[config.mk]
export PLATFORM = sky130hd
export DESIGN_NAME = itl_cell
export DESIGN_NICKNAME = d
export VERILOG_FILES = /design/src/design/itl_pkg.sv /design/src/design/itl_cell.sv
export SDC_FILE = /design/constraint.sdc
export NUM_CORES = 1
export LEC_CHECK = 0
export ABC_CLOCK_PERIOD_IN_PS = 19370
export BUFFER_PORTS_ARGS = -buffer_cell sky130_fd_sc_hd__buf_2
export CAP_MARGIN = 20
export CORE_MARGIN = 2
export CORE_UTILIZATION = 46
export DETAILED_ROUTE_END_ITERATION = 7
export GPL_ROUTABILITY_DRIVEN = 0
export PLACE_DENSITY = 0.79
export SETUP_SLACK_MARGIN = 0.4
export SYNTH_ARGS = -nofsm -noshare
export SYNTH_HDL_FRONTEND = slang
export SYNTH_SLANG_ARGS = --single-unit
[constraint.sdc]
create_clock -name clk -period 19.37 [get_ports clk]
set_input_delay 0.9685 -clock clk [delete_from_list [all_inputs] [get_ports clk]]
set_output_delay 0.9685 -clock clk [all_outputs]
set_load 0.01 [all_outputs]
[src/design/itl_pkg.sv]
package itl_pkg;

  localparam int ENTRIES = 64;
  localparam int IDX_W   = (ENTRIES > 1) ? $clog2(ENTRIES) : 1;
  localparam int CNT_W   = $clog2(ENTRIES + 1);

  typedef enum logic [1:0] {
    REQ_ADD   = 2'd0,
    REQ_QUERY = 2'd1,
    REQ_TICK  = 2'd2,
    REQ_NONE  = 2'd3
  } req_t;

  typedef enum logic {
    ST_IDLE,
    ST_SCAN
  } state_t;

  // Broadcast write of one table entry into the cell picked by addr.
  typedef struct packed {
    logic             en;
    logic [IDX_W-1:0] addr;
    logic [31:0]      start_ofs;
    logic [31:0]      end_ofs;
    logic [31:0]      time_ms;
    logic [32:0]      stop_ms;
  } wr_t;

  // Search token that walks the chain, one cell a cycle.
  typedef struct packed {
    logic             active;
    logic             mode_time;
    logic [31:0]      probe;
    logic             found;
    logic [31:0]      best_key;
    logic [IDX_W-1:0] best_idx;
    logic             best_cover;
  } token_t;

endpackage

[src/design/itl_cell.sv]
module itl_cell
  import itl_pkg::*;
(
  input  logic             clk,
  input  logic             rst,
  input  logic [IDX_W-1:0] cell_id,
  input  logic [CNT_W-1:0] entry_count,
  input  wr_t              wr,
  input  token_t           tok_in,
  output token_t           tok_out
);

  logic [31:0] start_ofs;
  logic [31:0] end_ofs;
  logic [31:0] time_ms;
  logic [32:0] stop_ms;

  logic        filled;
  logic [31:0] sel_key;
  logic        in_range;
  logic        take;
  token_t      tok_next;

  always_ff @(posedge clk) begin
    if (wr.en && (wr.addr == cell_id)) begin
      start_ofs <= wr.start_ofs;
      end_ofs   <= wr.end_ofs;
      time_ms   <= wr.time_ms;
      stop_ms   <= wr.stop_ms;
    end
  end

  always_comb begin
    filled  = CNT_W'(cell_id) < entry_count;
    sel_key = tok_in.mode_time ? time_ms : start_ofs;
    if (tok_in.mode_time) begin
      in_range = stop_ms >= {1'b0, tok_in.probe};
    end else begin
      in_range = (end_ofs == 32'd0) || (end_ofs >= tok_in.probe);
    end
    // strictly greater replaces, so the lowest index keeps a tie
    take = filled && (sel_key <= tok_in.probe) &&
           (!tok_in.found || (sel_key > tok_in.best_key));
    tok_next = tok_in;
    if (take) begin
      tok_next.found      = 1'b1;
      tok_next.best_key   = sel_key;
      tok_next.best_idx   = cell_id;
      tok_next.best_cover = in_range;
    end
  end

  always_ff @(posedge clk) begin
    if (rst) begin
      tok_out.active <= 1'b0;
    end else begin
      tok_out.active <= tok_next.active;
    end
    tok_out.mode_time  <= tok_next.mode_time;
    tok_out.probe      <= tok_next.probe;
    tok_out.found      <= tok_next.found;
    tok_out.best_key   <= tok_next.best_key;
    tok_out.best_idx   <= tok_next.best_idx;
    tok_out.best_cover <= tok_next.best_cover;
  end

endmodule
After elaboration in Yosys (flattened, before gate mapping). Cells that the tools add are included. W data, S select, Z words.

Flip-flop bits (word level): 203. Bits of input ports: 225. Output and inout port bits: 74. Logic and storage cells: 27.

Magnitude comparators: 5. Equal/unequal tests: 1. Mux-type cells: 3. Reduce and logical (&&, ||, !) cells: 7.

Operator list (count): $mux W39 (1); $ge A33 B32 Y1 (1); $ge A32 B32 Y1 (1); $gt A32 B32 Y1 (1); $le A32 B32 Y1 (1); $logic_not A32 Y1 (1); $mux W32 (1); $lt A6 B7 Y1 (1); $eq A6 B6 Y1 (1); $logic_and A1 B1 Y1 (3); $logic_or A1 B1 Y1 (2); $logic_not A1 Y1 (1); $mux W1 (1).

Longest topological paths before layout.
Depth in word-level cells: 5. Gate-level depth with buffers: 13. Gate-level depth less buffers: 9.

Least setup slack after synthesis. OpenSTA, ideal clock, no wires.

Path kind: input-to-reg. From: input cell_id[5]. To: register end_ofs[0], enable pin. Setup time: 933 ps. Arrival time: 13425 ps. Data required time: 18437 ps. Setup slack: 5012 ps. Cell stages on the path: 2. Buffers on the path: 0. Cell sequence: xor2_1 nor4_1.

Longest elaborated chain between the ends: 2.

Ends and longest elaborated chain: from (decl) (line itl_cell.sv:6) `input logic [IDX_W-1:0] cell_id,`; $eq A6 B6 Y1 (line itl_cell.sv:25) `if (wr.en && (wr.addr == cell_id)) begin`; $logic_and A1 B1 Y1 (line itl_cell.sv:25); to (signal assigned) (line itl_cell.sv:27) `end_ofs <= wr.end_ofs;`; to (decl) (line itl_cell.sv:14) `logic [31:0] end_ofs;`.

No other way between the ends. A chain may end at the register's enable or synchronous reset.

==> results.cfg <==
[flow_run]
maxCapViolCount = 0

[floorplan]
io_pins = 299
core_area_um2 = 20170
dieArea_um2 = 21700
rows = 52
die_h_um = 147.3
die_x_um = 147.3
start_util = 0.4684

[logic_synthesis]
ys.flop_type = edfxtp_1
synth_cell_types = 47
syn_nets = 1074
synth_edf_count = 129
ys_seq_area_frac = 0.5669
syn_area_um2 = 9447
syn_inst = 716
async_flop_share = 0
ys_ff_latch = 203
yosysWarnings = 0
synth_area_per_cell_um2 = 13.19

[timing]
timing.fmax_mhz = 198.6
worst_slack_ps = 14330
finalMaxSlewViolations = 0
period_minus_slack_ps = 5037
hold_viol_final = 0
rsz0062_at_grt = false
max_slew_margin = 0.2769
worstMarginPinSlew_ps = 1085
setup_tns_ps = 0
setup_viol = 0
skew_ps = 11.48
fin_crit_sh = 0.2600

[clock_tree]
htreeDepth = 1
cts_sinks = 203
cts_root_buf = clkbuf_16
cts_setup_buffers = 0
cts_buffers = 23
clkTransAtPathRegs_ps = 60
tritoncts = done
clockBufferDepth = 3
post_cts_resized = 0
insertion_delay_ps = 510
cts.hold.buffers_added = 0

[global_route]
overflow = 0
grt_pass1_vias = 6842
grtUsageTotal = 0.2178
grt_max_degree = 85
grt_antenna_before_repair = 3
grt_use_met1 = 0.2858
use_met3 = 0.04752
use_met2 = 0.3647
grt_busiest_layer = met2
grt_pass1_wl_um = 36400

[critical_path]
endpoint = tok_out[25]$_DFF_P_
cp.arrival_ps = 5430
cp_slowest_cell = buf_2
cp_num_cells = 11
reg2reg_setup_slack_ps = 15280
startpoint = tok_in[72]
reg2reg_depth = 10
max_stage_delay_ps = 720
crit_fanout = 35
crit_required_ps = 19760
timing.critical_path.mode_cell = mux2_2
start_kind = input port
path_delay_family = buffers and inverters
reg2reg_to = tok_out[25]$_DFF_P_
critPathBufInv = 2
crit_path_cell_trace = buf_2 -> mux2_2 -> ha_1 -> a21oi_1 -> o21ai_1 -> a221o_1 -> or3_1 -> a222oi_1 -> nor3b_4 -> buf_4 -> mux2_2
end_kind = register
path_class = input port to register
reg2reg_from = time_ms[7]$_DFFE_PP_

[placed_design]
dp_slack_ps = 13780
place_hpwl_um = 19000
io_buffer_count = 298
placed_cell_area_um2 = 11270

[drt]
wl_per_cell_um = 18.25
first_pass_iters = 5
drt_iter0_markers = 268
wl_um = 24150
drtAntennaViolNets = 0
vias = 6746
drc_errors = 0
vias_per_cell = 5.099

[power_and_ir_drop]
peakVddDrop_v = 0.00008021
clock_power_share = 0.399
cellPowerDensity_nw_per_um2 = 84.07
p_leak_nw = 5.469
combinationalPowerShare = 0.122
p_int_w = 0.0007684
power.switching_w = 0.0002380
switching_share = 0.2365
seqPwrFrac = 0.479

[cells_and_area]
multi_input_comb_area_um2 = 3771
area_growth_pct = 26.71
fillers = 1622
ff_latch_area_um2 = 5355
drive_gt1_frac = 0.3796
layout.nets = 1392
layout_common_cells = buf_2 (298), ha_1 (133), edfxtp_1 (129), inv_1 (77), dfxtp_1 (74)
final_cell_area_um2 = 11970
layout_commonest_cell = buf_2

[min_path]
hold_class = input port to register

[run_status]
status = completed
[cell usage after synthesis (2+ instances only)]
| cell | number | area share |
|---|---|---|
| a211oi_1 | 7 | 0.0056 |
| buf_2 | 2 | 0.0011 |
| mux2_2 | 60 | 0.072 |
| nor3_1 | 2 | 0.0011 |
| dfxtp_1 | 74 | 0.16 |
| clkbuf_1 | 4 | 0.0016 |
| o21ai_0 | 19 | 0.010 |
| nor4_1 | 14 | 0.0093 |
| ha_1 | 133 | 0.18 |
| a221o_1 | 2 | 0.0021 |
| a31oi_1 | 2 | 0.0013 |
| a21oi_1 | 46 | 0.024 |
| a2111oi_0 | 5 | 0.0046 |
| edfxtp_1 | 129 | 0.41 |
| nand4_1 | 23 | 0.015 |
| xnor2_1 | 3 | 0.0028 |
| nand2b_1 | 3 | 0.0020 |
| mux2i_1 | 2 | 0.0021 |
| nor2b_1 | 6 | 0.0040 |
| nand3_1 | 9 | 0.0048 |
| a21o_1 | 13 | 0.010 |
| and3_1 | 2 | 0.0013 |
| mux2_1 | 9 | 0.011 |
| inv_1 | 77 | 0.031 |
| o31ai_1 | 2 | 0.0016 |
| nor2_1 | 15 | 0.0060 |
| nand2_1 | 28 | 0.011 |
| xor2_1 | 3 | 0.0028 |
| o211ai_1 | 4 | 0.0032 |
[power groups by stage]
stage	combinational, W	clock (W)	sequential (W)
3_5_place_dp	0.000122	0	0.000491
6_report	0.000123	0.000402	0.000482
5_1_grt	0.000136	0.000428	0.000483
4_1_cts	0.000123	0.000410	0.000482
3_3_place_gp	0.000118	0	0.000491
2_1_floorplan	0.0000574	0	0.000498
[metal layers]
layer	up-vias	routed length (um)
li1	3318	-
met2	249	11420
met1	3127	10310
met4	2	678
met3	50	1727
met5	-	13
[per-stage QoR]
| step | util | cells | hold slack [ps] | power, W |
|---|---|---|---|---|
| 2_1_floorplan | - | 716 | 547.5 | 0.0005557 |
| 3_3_place_gp | 0.5586 | 1279 | 618.0 | 0.0006095 |
| 3_5_place_dp | 0.5586 | 1279 | 622.9 | 0.0006131 |
| 4_1_cts | 0.5932 | 1321 | 556.1 | 0.001015 |
| 5_1_grt | 0.5934 | 1322 | 554.3 | 0.001047 |
| 6_report | 0.5935 | 1323 | 571.5 | 0.001006 |
[registers in the layout (all words and copies together) (netlist names)]
name       count
time_ms       32
stop_ms       33
start_ofs     32
tok_out       74
end_ofs       32
[worst min path at each step]
stage | startpoint | to | depth (start not counted)
2_1_floorplan | start_ofs[0]$_DFFE_PP_ | tok_out[7]$_DFF_P_ | 2
3_3_place_gp | time_ms[23]$_DFFE_PP_ | tok_out[30]$_DFF_P_ | 2
3_5_place_dp | time_ms[28]$_DFFE_PP_ | tok_out[35]$_DFF_P_ | 2
4_1_cts | tok_in[55] | tok_out[55]$_DFF_P_ | 1
5_1_grt | tok_in[55] | tok_out[55]$_DFF_P_ | 1
6_report | tok_in[55] | tok_out[55]$_DFF_P_ | 1
[cells by family after synthesis]
group | Yosys count | synth area share
DFF | 203 | 0.5669
and+or+nand+nor | 109 | 0.06066
muxes | 71 | 0.08437
buffers and inverters | 85 | 0.03523
AOI/OAI and AO/OA | 109 | 0.07113
xor gates and xnor gates | 6 | 0.005564
adders and majority gates | 133 | 0.1762
[area by class of cell]
type	count	area share
antenna	2	0.0004181
clock buffer	29	0.04996
clock inverter	13	0.008362
inverter	77	0.02415
multi-input combinational	428	0.3150
sequential	203	0.4474
tap	270	0.02822
timing repair buffer	301	0.1265
Power figures use the tool's default switching activity.
